<file path="config.mk">
export PLATFORM = sky130hd
export DESIGN_NAME = clock_frame_replacement_unit
export DESIGN_NICKNAME = d
export VERILOG_FILES = /design/src/cfr_pkg.sv /design/src/cfr_datapath.sv /design/src/cfr_controller.sv /design/src/clock_frame_replacement_unit.sv
export SDC_FILE = /design/constraint.sdc
export NUM_CORES = 2
export LEC_CHECK = 0
export CORE_MARGIN = 3
export CORE_UTILIZATION = 40
export DETAILED_ROUTE_END_ITERATION = 8
export DONT_BUFFER_PORTS = 1
export SLEW_MARGIN = 15
export SYNTH_ARGS = -nofsm -noshare
export SYNTH_HDL_FRONTEND = slang
export SYNTH_SLANG_ARGS = --single-unit
</file>
<file path="constraint.sdc">
create_clock -name clock -period 6.7 [get_ports clock]
set_input_delay 0.67 -clock clock [delete_from_list [all_inputs] [get_ports clock]]
set_output_delay 0.67 -clock clock [all_outputs]
set_load 0.1 [all_outputs]
</file>
<file path="src/cfr_pkg.sv">
// ----------------------------------------------------------------------------
// cfr_pkg
// Shared types, codes and sizes for the clock frame replacement unit.
// ----------------------------------------------------------------------------
package cfr_pkg;

   localparam int NUM_FRAMES   = 64;
   localparam int PAGE_ID_BITS = 32;
   localparam int FRAME_W      = $clog2(NUM_FRAMES);
   localparam int SWEEP_CNT_W  = $clog2(2 * NUM_FRAMES + 1);
   localparam int GROUP_W      = 8;
   localparam int NUM_GROUPS   = (NUM_FRAMES + GROUP_W - 1) / GROUP_W;

   localparam int CMD_W       = 3;
   localparam int FRAME_SEL_W = 6;
   localparam int STATUS_W    = 2;
   localparam int ACTION_W    = 2;

   localparam logic [CMD_W-1:0] CMD_ALLOC  = 3'd0;
   localparam logic [CMD_W-1:0] CMD_FREE   = 3'd1;
   localparam logic [CMD_W-1:0] CMD_TOUCH  = 3'd2;
   localparam logic [CMD_W-1:0] CMD_LOCK   = 3'd3;
   localparam logic [CMD_W-1:0] CMD_UNLOCK = 3'd4;

   localparam logic [STATUS_W-1:0] ST_OK        = 2'd0;
   localparam logic [STATUS_W-1:0] ST_NO_VICTIM = 2'd1;
   localparam logic [STATUS_W-1:0] ST_BAD_FRAME = 2'd2;

   localparam logic [ACTION_W-1:0] ACT_SWAP      = 2'd0;
   localparam logic [ACTION_W-1:0] ACT_WRITEBACK = 2'd1;
   localparam logic [ACTION_W-1:0] ACT_DROP      = 2'd2;

   typedef struct packed {
      logic [CMD_W-1:0]        command;
      logic [PAGE_ID_BITS-1:0] page_id;
      logic [FRAME_SEL_W-1:0]  frame_sel;
      logic                    is_mapped_file;
      logic                    write_access;
   } req_type;

   typedef struct packed {
      logic [STATUS_W-1:0]     status;
      logic [FRAME_SEL_W-1:0]  frame_out;
      logic                    victim_valid;
      logic [PAGE_ID_BITS-1:0] victim_page;
      logic [ACTION_W-1:0]     victim_action;
   } rsp_type;

   typedef enum logic [2:0] {
      S_IDLE,
      S_DECODE,
      S_FREE_PICK,
      S_SWEEP,
      S_VICTIM,
      S_RESULT
   } fsm_state_type;

   // controller to datapath
   typedef struct packed {
      logic load_req;
      logic exec_simple;
      logic scan_groups;
      logic place_free;
      logic sweep_start;
      logic sweep_step;
      logic victim_read;
      logic victim_commit;
      logic set_no_victim;
      logic load_out;
   } dp_ctl_type;

   // datapath to controller
   typedef struct packed {
      logic is_alloc;
      logic any_free;
      logic sweep_hit;
      logic sweep_done;
      logic out_free;
   } dp_sts_type;

endpackage

</file>
<file path="src/cfr_datapath.sv">
// ----------------------------------------------------------------------------
// cfr_datapath
// Frame table flags, page store, clock hand, sweep pointer and result
// registers for the clock frame replacement unit.
// ----------------------------------------------------------------------------
module cfr_datapath (
   input  logic                clock,
   input  logic                reset,
   input  cfr_pkg::req_type    req_data,
   input  cfr_pkg::dp_ctl_type ctl,
   output cfr_pkg::dp_sts_type sts,
   input  logic                rsp_stall,
   output logic                rsp_valid,
   output cfr_pkg::rsp_type    rsp_data
);

   localparam int NF   = cfr_pkg::NUM_FRAMES;
   localparam int FW   = cfr_pkg::FRAME_W;
   localparam int CW   = cfr_pkg::SWEEP_CNT_W;
   localparam int GW   = cfr_pkg::GROUP_W;
   localparam int NG   = cfr_pkg::NUM_GROUPS;

   cfr_pkg::req_type req_ff;

   logic [NF-1:0] valid_ff,    valid_in;
   logic [NF-1:0] locked_ff,   locked_in;
   logic [NF-1:0] accessed_ff, accessed_in;
   logic [NF-1:0] dirty_ff,    dirty_in;
   logic [NF-1:0] mapped_ff,   mapped_in;

   logic [FW-1:0] hand_ff,  hand_in;
   logic [FW-1:0] pos_ff,   pos_in;
   logic [CW-1:0] count_ff, count_in;

   logic [NG-1:0]    group_free_ff, group_free_in;
   logic [NG*GW-1:0] valid_pad;

   logic [cfr_pkg::PAGE_ID_BITS-1:0] page_mem [NF];
   logic [cfr_pkg::PAGE_ID_BITS-1:0] rd_page_ff;

   cfr_pkg::rsp_type res_ff, res_in;
   cfr_pkg::rsp_type rsp_ff;
   logic             rsp_valid_ff, rsp_valid_in;

   logic [FW-1:0] free_idx;
   logic [FW-1:0] sel_idx;
   logic [FW-1:0] pos_next;
   logic [FW-1:0] place_idx;
   logic          place_en;
   logic          sel_in_range;
   logic          sel_hit;
   logic          mem_we;
   logic          out_free;
   int            grp_sel;
   int            bit_sel;

   // frames beyond the table read as taken
   always_comb begin
      valid_pad = '1;
      valid_pad[NF-1:0] = valid_ff;
      for (int g = 0; g < NG; g++) begin
         group_free_in[g] = ~&valid_pad[g*GW +: GW];
      end
   end

   // lowest free frame from the registered group summary
   always_comb begin
      grp_sel = 0;
      bit_sel = 0;
      for (int g = NG - 1; g >= 0; g--) begin
         if (group_free_ff[g]) begin
            grp_sel = g;
         end
      end
      for (int b = GW - 1; b >= 0; b--) begin
         if (!valid_pad[grp_sel*GW + b]) begin
            bit_sel = b;
         end
      end
      free_idx = FW'(grp_sel * GW + bit_sel);
   end

   assign sel_idx      = FW'(req_ff.frame_sel);
   assign sel_in_range = (32'(req_ff.frame_sel) < 32'(NF));
   assign sel_hit      = sel_in_range && valid_ff[sel_idx];
   assign pos_next     = (pos_ff == FW'(NF - 1)) ? '0 : pos_ff + FW'(1);

   assign place_en  = ctl.place_free || ctl.victim_commit;
   assign place_idx = ctl.place_free ? free_idx : pos_ff;
   assign mem_we    = place_en;

   assign out_free = !rsp_valid_ff || !rsp_stall;

   assign sts.is_alloc   = (req_ff.command == cfr_pkg::CMD_ALLOC);
   assign sts.any_free   = |group_free_ff;
   assign sts.sweep_hit  = !locked_ff[pos_ff] && !accessed_ff[pos_ff];
   assign sts.sweep_done = (count_ff == CW'(2 * NF));
   assign sts.out_free   = out_free;

   // flag table and clock state
   always_comb begin
      valid_in    = valid_ff;
      locked_in   = locked_ff;
      accessed_in = accessed_ff;
      dirty_in    = dirty_ff;
      mapped_in   = mapped_ff;
      hand_in     = hand_ff;
      pos_in      = pos_ff;
      count_in    = count_ff;

      if (ctl.exec_simple && sel_hit) begin
         priority case (req_ff.command)
            cfr_pkg::CMD_FREE: begin
               valid_in[sel_idx]    = 1'b0;
               locked_in[sel_idx]   = 1'b0;
               accessed_in[sel_idx] = 1'b0;
               dirty_in[sel_idx]    = 1'b0;
               mapped_in[sel_idx]   = 1'b0;
            end
            cfr_pkg::CMD_TOUCH: begin
               accessed_in[sel_idx] = 1'b1;
               if (req_ff.write_access) begin
                  dirty_in[sel_idx] = 1'b1;
               end
            end
            cfr_pkg::CMD_LOCK: begin
               locked_in[sel_idx] = 1'b1;
            end
            cfr_pkg::CMD_UNLOCK: begin
               locked_in[sel_idx] = 1'b0;
            end
            default: begin
            end
         endcase
      end

      if (place_en) begin
         valid_in[place_idx]    = 1'b1;
         locked_in[place_idx]   = 1'b0;
         accessed_in[place_idx] = 1'b0;
         dirty_in[place_idx]    = 1'b0;
         mapped_in[place_idx]   = req_ff.is_mapped_file;
      end

      if (ctl.sweep_start) begin
         pos_in   = hand_ff;
         count_in = '0;
      end

      if (ctl.sweep_step) begin
         // second chance: clear the mark and pass over
         if (!locked_ff[pos_ff]) begin
            accessed_in[pos_ff] = 1'b0;
         end
         pos_in   = pos_next;
         count_in = count_ff + CW'(1);
      end

      if (ctl.victim_commit) begin
         hand_in = pos_next;
      end
   end

   // pending result
   always_comb begin
      res_in = res_ff;
      if (ctl.exec_simple) begin
         res_in = '0;
         if (req_ff.command <= cfr_pkg::CMD_UNLOCK && !sel_hit) begin
            res_in.status = cfr_pkg::ST_BAD_FRAME;
         end else begin
            res_in.status = cfr_pkg::ST_OK;
         end
      end
      if (ctl.place_free) begin
         res_in           = '0;
         res_in.status    = cfr_pkg::ST_OK;
         res_in.frame_out = cfr_pkg::FRAME_SEL_W'(free_idx);
      end
      if (ctl.set_no_victim) begin
         res_in        = '0;
         res_in.status = cfr_pkg::ST_NO_VICTIM;
      end
      if (ctl.victim_commit) begin
         res_in.status       = cfr_pkg::ST_OK;
         res_in.frame_out    = cfr_pkg::FRAME_SEL_W'(pos_ff);
         res_in.victim_valid = 1'b1;
         res_in.victim_page  = rd_page_ff;
         if (!mapped_ff[pos_ff]) begin
            res_in.victim_action = cfr_pkg::ACT_SWAP;
         end else if (dirty_ff[pos_ff]) begin
            res_in.victim_action = cfr_pkg::ACT_WRITEBACK;
         end else begin
            res_in.victim_action = cfr_pkg::ACT_DROP;
         end
      end
   end

   always_comb begin
      rsp_valid_in = rsp_valid_ff;
      if (ctl.load_out) begin
         rsp_valid_in = 1'b1;
      end else if (rsp_valid_ff && !rsp_stall) begin
         rsp_valid_in = 1'b0;
      end
   end

   always_ff @(posedge clock) begin
      if (reset) begin
         valid_ff     <= '0;
         locked_ff    <= '0;
         accessed_ff  <= '0;
         dirty_ff     <= '0;
         mapped_ff    <= '0;
         hand_ff      <= '0;
         pos_ff       <= '0;
         count_ff     <= '0;
         rsp_valid_ff <= 1'b0;
      end else begin
         valid_ff     <= valid_in;
         locked_ff    <= locked_in;
         accessed_ff  <= accessed_in;
         dirty_ff     <= dirty_in;
         mapped_ff    <= mapped_in;
         hand_ff      <= hand_in;
         pos_ff       <= pos_in;
         count_ff     <= count_in;
         rsp_valid_ff <= rsp_valid_in;
      end
   end

   always_ff @(posedge clock) begin
      if (ctl.load_req) begin
         req_ff <= req_data;
      end
      if (ctl.scan_groups) begin
         group_free_ff <= group_free_in;
      end
      res_ff <= res_in;
      if (ctl.load_out) begin
         rsp_ff <= res_ff;
      end
   end

   // page store: one access a cycle, registered read
   always_ff @(posedge clock) begin
      if (mem_we) begin
         page_mem[place_idx] <= req_ff.page_id;
      end
      if (ctl.victim_read) begin
         rd_page_ff <= page_mem[pos_ff];
      end
   end

   assign rsp_valid = rsp_valid_ff;
   assign rsp_data  = rsp_ff;

endmodule

</file>
<file path="src/cfr_controller.sv">
// ----------------------------------------------------------------------------
// cfr_controller
// Command sequencer: decode, free-frame pick, clock sweep, victim write-out
// and hand-off of the result to the output register.
// ----------------------------------------------------------------------------
module cfr_controller (
   input  logic                clock,
   input  logic                reset,
   input  logic                req_valid,
   output logic                req_stall,
   input  cfr_pkg::dp_sts_type sts,
   output cfr_pkg::dp_ctl_type ctl
);

   cfr_pkg::fsm_state_type state_ff, state_in;

   always_ff @(posedge clock) begin
      if (reset) begin
         state_ff <= cfr_pkg::S_IDLE;
      end else begin
         state_ff <= state_in;
      end
   end

   always_comb begin
      state_in  = state_ff;
      ctl       = '0;
      req_stall = (state_ff != cfr_pkg::S_IDLE);

      unique case (state_ff)
         cfr_pkg::S_IDLE: begin
            if (req_valid) begin
               ctl.load_req = 1'b1;
               state_in     = cfr_pkg::S_DECODE;
            end
         end
         cfr_pkg::S_DECODE: begin
            if (sts.is_alloc) begin
               ctl.scan_groups = 1'b1;
               state_in        = cfr_pkg::S_FREE_PICK;
            end else begin
               ctl.exec_simple = 1'b1;
               state_in        = cfr_pkg::S_RESULT;
            end
         end
         cfr_pkg::S_FREE_PICK: begin
            if (sts.any_free) begin
               ctl.place_free = 1'b1;
               state_in       = cfr_pkg::S_RESULT;
            end else begin
               ctl.sweep_start = 1'b1;
               state_in        = cfr_pkg::S_SWEEP;
            end
         end
         cfr_pkg::S_SWEEP: begin
            priority if (sts.sweep_done) begin
               ctl.set_no_victim = 1'b1;
               state_in          = cfr_pkg::S_RESULT;
            end else if (sts.sweep_hit) begin
               ctl.victim_read = 1'b1;
               state_in        = cfr_pkg::S_VICTIM;
            end else begin
               ctl.sweep_step = 1'b1;
            end
         end
         cfr_pkg::S_VICTIM: begin
            ctl.victim_commit = 1'b1;
            state_in          = cfr_pkg::S_RESULT;
         end
         cfr_pkg::S_RESULT: begin
            // hold until the output register can take the transfer
            if (sts.out_free) begin
               ctl.load_out = 1'b1;
               state_in     = cfr_pkg::S_IDLE;
            end
         end
         default: begin
            state_in = cfr_pkg::S_IDLE;
         end
      endcase
   end

endmodule

</file>
<file path="src/clock_frame_replacement_unit.sv">
// ----------------------------------------------------------------------------
// clock_frame_replacement_unit
// Physical frame table with second-chance clock replacement.
// ----------------------------------------------------------------------------
// One command is in flight at a time; a finished result waits in the output
// register while the next command is taken. Free, touch, lock, unlock and the
// unused codes pass through decode and then reach the output register; an
// allocate that finds a free frame first registers a group summary of the valid
// marks, then picks. An allocate on a full table runs the clock sweep, which
// visits one frame per cycle, up to 2 * NUM_FRAMES frames, then reads the
// victim's page and commits; with every frame locked it gives up after
// 2 * NUM_FRAMES frames. The victim's page comes from a single-port page
// store with a registered read. A result that finds the output register still
// stalled waits in the result register, and the next command is taken on
// the cycle after the result moves into the output register.
// No clearing pass is needed after reset.
// ----------------------------------------------------------------------------
module clock_frame_replacement_unit (
   input  logic             clock,
   input  logic             reset,
   input  logic             req_valid,
   output logic             req_stall,
   input  cfr_pkg::req_type req_data,
   output logic             rsp_valid,
   input  logic             rsp_stall,
   output cfr_pkg::rsp_type rsp_data
);

   cfr_pkg::dp_ctl_type ctl;
   cfr_pkg::dp_sts_type sts;

   cfr_controller u_controller (
      .clock     (clock),
      .reset     (reset),
      .req_valid (req_valid),
      .req_stall (req_stall),
      .sts       (sts),
      .ctl       (ctl)
   );

   cfr_datapath u_datapath (
      .clock     (clock),
      .reset     (reset),
      .req_data  (req_data),
      .ctl       (ctl),
      .sts       (sts),
      .rsp_stall (rsp_stall),
      .rsp_valid (rsp_valid),
      .rsp_data  (rsp_data)
   );

endmodule

</file>
==> run_results.csv <==
group,metric,value,unit
floorplan,ios,92,
grt,grt_antenna_before_repair,40,
power,ir_drop,247,uV
grt,grt_overflow_total,0,
detailed_routing,wl_per_cell,34.6,um
clock_network,cts_tree,"built",
detailed_routing,vias,62900,
detailed_routing,drtIter0Drc,9817,
power,p_per_area,298,nW/um^2
critical_path,worstSetupStartpointType,"flip-flop",
placed_design,dpl_worst_slack,1.70,ns
floorplan,die_area,248000,um^2
final_layout,stdcell_area,111000,um^2
critical_path,crit_type,"flip-flop to flip-flop",
synthesis,yosys-top-cells-area,"edfxtp_1, dfxtp_1, a22oi_1",
synthesis,synth_top_family_by_area,"compound AO/OA/AOI/OAI gates",
sta,fin_setup_tns,0,ns
floorplan,die_y,498,um
detailed_routing,via_per_inst,6.50,
synthesis,synth_top_area_cell,"edfxtp_1",
clock_network,path_clk_slew,0.06,ns
critical_path,rrSetupSlack,1.61,ns
synthesis,synthSimpleGateAreaFrac,0.0525,
critical_path,crit_start,"u_datapath.group_free_ff[0]",
synthesis,synth_top_area_share,0.685,
final_layout,syn_to_final_growth,14.8,%
sta,tightest_slew,1.38,ns
placed_design,hpwl,203000,um
synthesis,syn-cell-area,97000,um^2
detailed_routing,drc_errors,0,
synthesis,synth_xor_area_frac,0.000452,
sta,grt_setup_unrepaired,"no",
floorplan,initial_utilization,0.403,
clock_network,clk_latency,0.94,ns
synthesis,yosysWarnings,0,
synthesis,synth_compound_area_frac,0.157,
detailed_routing,wl,335000,um
floorplan,core-area,241000,um^2
placed_design,placed_area,102000,um^2
final_layout,nets,6339,
final_layout,drive_gt1_frac,0.131,
sta,drv_slew,0,
synthesis,synthDistinctLibCells,82,
synthesis,ys_async_sr_fraction,0,
min_path,worstHoldPathCells,2,
power,leakage,33.8,nW
final_layout,final_common_cell,"edfxtp_1",
clock_network,postCtsSetupBuffers,0,
sta,hold_ws,0.149,ns
critical_path,crit_required,7.23,ns
synthesis,synth_ff_type,"edfxtp_1",
critical_path,cp-end-kind,"flip-flop",
placed_design,place_inst,9139,
clock_network,h-tree-depth,5,
sta,finalSetupViolCount,0,
clock_network,cts_resized,0,
synthesis,seq_area_frac_synth,0.757,
synthesis,syn_area_per_cell,15.8,um^2
run_status,outcome,"completed",
detailed_routing,detail-route-antenna-nets,0,
grt,grtUsageTotal,0.262,
critical_path,reg2reg_to,"u_datapath.page_mem[34][3]",
grt,grt_max_degree,298,
critical_path,worstRegToRegCells,11,
placed_design,port_buffers,0,
clock_network,clockBufferDepth,4,
detailed_routing,dr.pass1.iters,6,
synthesis,synth_nets,6205,
sta,period_needed,5.09,ns
final_layout,layout_common_cells,"edfxtp_1, a22oi_1, dfxtp_1",
critical_path,critPathMaxFanout,32,
flow_run,drv_cap,0,
floorplan,rows,180,
sta,fin_skew,0.0564,ns
grt,grt_pass1_vias,58500,
sta,period_share,0.760,
critical_path,r2r-start,"u_datapath.group_free_ff[0]",
min_path,hold_class,"input port to flip-flop",
synthesis,synth-adder-area-share,0.000387,
grt,grt_pass1_wl,466000,um
sta,setup_slack,1.61,ns
synthesis,synth.area.mux_share,0.0128,
critical_path,crit_end,"u_datapath.page_mem[34][3]",
placed_design,place.gp.congestion,0.976,
clock_network,clock_sinks,2561,
critical_path,arrival,5.62,ns
clock_network,cts_buffers,280,
clock_network,cts-root-buf,"clkbuf_16",
sta,hold_violations,0,
floorplan,die_w,498,um
clock_network,postCtsHoldBufs,49,
synthesis,synth-seq-cells,2561,
sta,slew_headroom,0.0713,
synthesis,netlist_instances,6155,
synthesis,synth-edff-count,2214,
sta,fmax,196,MHz
final_layout,finalNonFillerCells,9688,
-- final cells by class --
| cell class | instances | area [um^2] |
|---|---|---|
| well taps | 3185 | 3990 |
| flip-flops and latches | 2561 | 73400 |
| clock inverters | 129 | 1180 |
| fillers | 20500 | 129000 |
| repair buffers | 320 | 3030 |
| inverters | 18 | 67.6 |
| multi-input cells | 3108 | 22200 |
| clock buffers | 351 | 7410 |
| diodes | 16 | 40.0 |
-- critical path, cell delays in order (launching register included) --
cell,delay [ns]
edfxtp_1,0.52
nor3_1,0.21
a21boi_2,0.69
o21ai_0,0.22
a21oi_1,0.20
o22ai_1,0.17
or3_1,0.43
o21a_1,0.22
or2_2,0.62
buf_4,0.31
nor3_4,0.47
buf_4,0.55
-- registers in the layout (all words and copies together), names as in the netlist, 8 cells and up --
signal                    flops
u_datapath.count_ff           8
u_datapath.req_ff            37
u_datapath.dirty_ff          64
u_datapath.locked_ff         64
u_datapath.rd_page_ff        32
u_datapath.mapped_ff         64
u_datapath.rsp_data          43
u_datapath.accessed_ff       64
u_datapath.group_free_ff      8
u_datapath.res_ff            43
u_datapath.page_mem        2048
u_datapath.valid_ff          64
-- how the worst min path moves through the flow --
stage,from,end,slack (ns)
5_1_grt,reset,u_datapath.accessed_ff[20],0.09
3_3_place_gp,u_datapath.res_ff[31],u_datapath.rsp_data[31],0.40
4_1_cts,reset,u_datapath.accessed_ff[20],0.07
2_1_floorplan,u_datapath.res_ff[0],u_datapath.rsp_data[0],0.40
3_5_place_dp,u_datapath.res_ff[19],u_datapath.rsp_data[19],0.40
6_report,reset,u_datapath.valid_ff[49],0.15
-- metal layers --
layer	wire length, um	vias to the layer above	track usage	part of all wire
met5	92	-	0	0.00027
met4	11200	12	0.0811	0.033
met3	42900	670	0.0783	0.13
met2	146000	4155	0.380	0.43
met1	135000	32200	0.377	0.40
li1	-	25900	-	-
-- power by group --
group          switching, mW  internal (mW)  total, mW
combinational          0.702          0.122      0.824
clock                   6.12           8.62       14.7
sequential            0.0847           17.5       17.6
-- cells by family after synthesis --
logic type	Yosys count
xor gates and xnor gates	5
adders and majority gates	3
DFF	2561
AOI/OAI and AO/OA	2038
and+or+nand+nor	955
buffers and inverters	486
muxes	107
-- cells in the mapped netlist (all sizes together), types with 56 or more instances --
| master | instances |
|---|---|
| clkbuf | 357 |
| a31oi | 210 |
| a211oi | 73 |
| a22oi | 716 |
| and3 | 56 |
| dfxtp | 347 |
| nand3b | 60 |
| a221oi | 235 |
| mux2i | 81 |
| nor3 | 106 |
| o21ai | 116 |
| a21oi | 202 |
| buf | 111 |
| edfxtp | 2214 |
| nor2 | 178 |
| a2111oi | 114 |
| nand3 | 112 |
| a22o | 219 |
| nand2 | 223 |
| nand4 | 71 |
-- per-stage QoR --
stage	total power, mW	utilization
after global routing	34.0	0.463
after global placement	18.7	0.424
after CTS	33.4	0.462
after floorplan	18.3	-
after detailed placement	18.7	0.424
final	33.2	0.463
No activity file was read; power rests on OpenSTA's default activity.
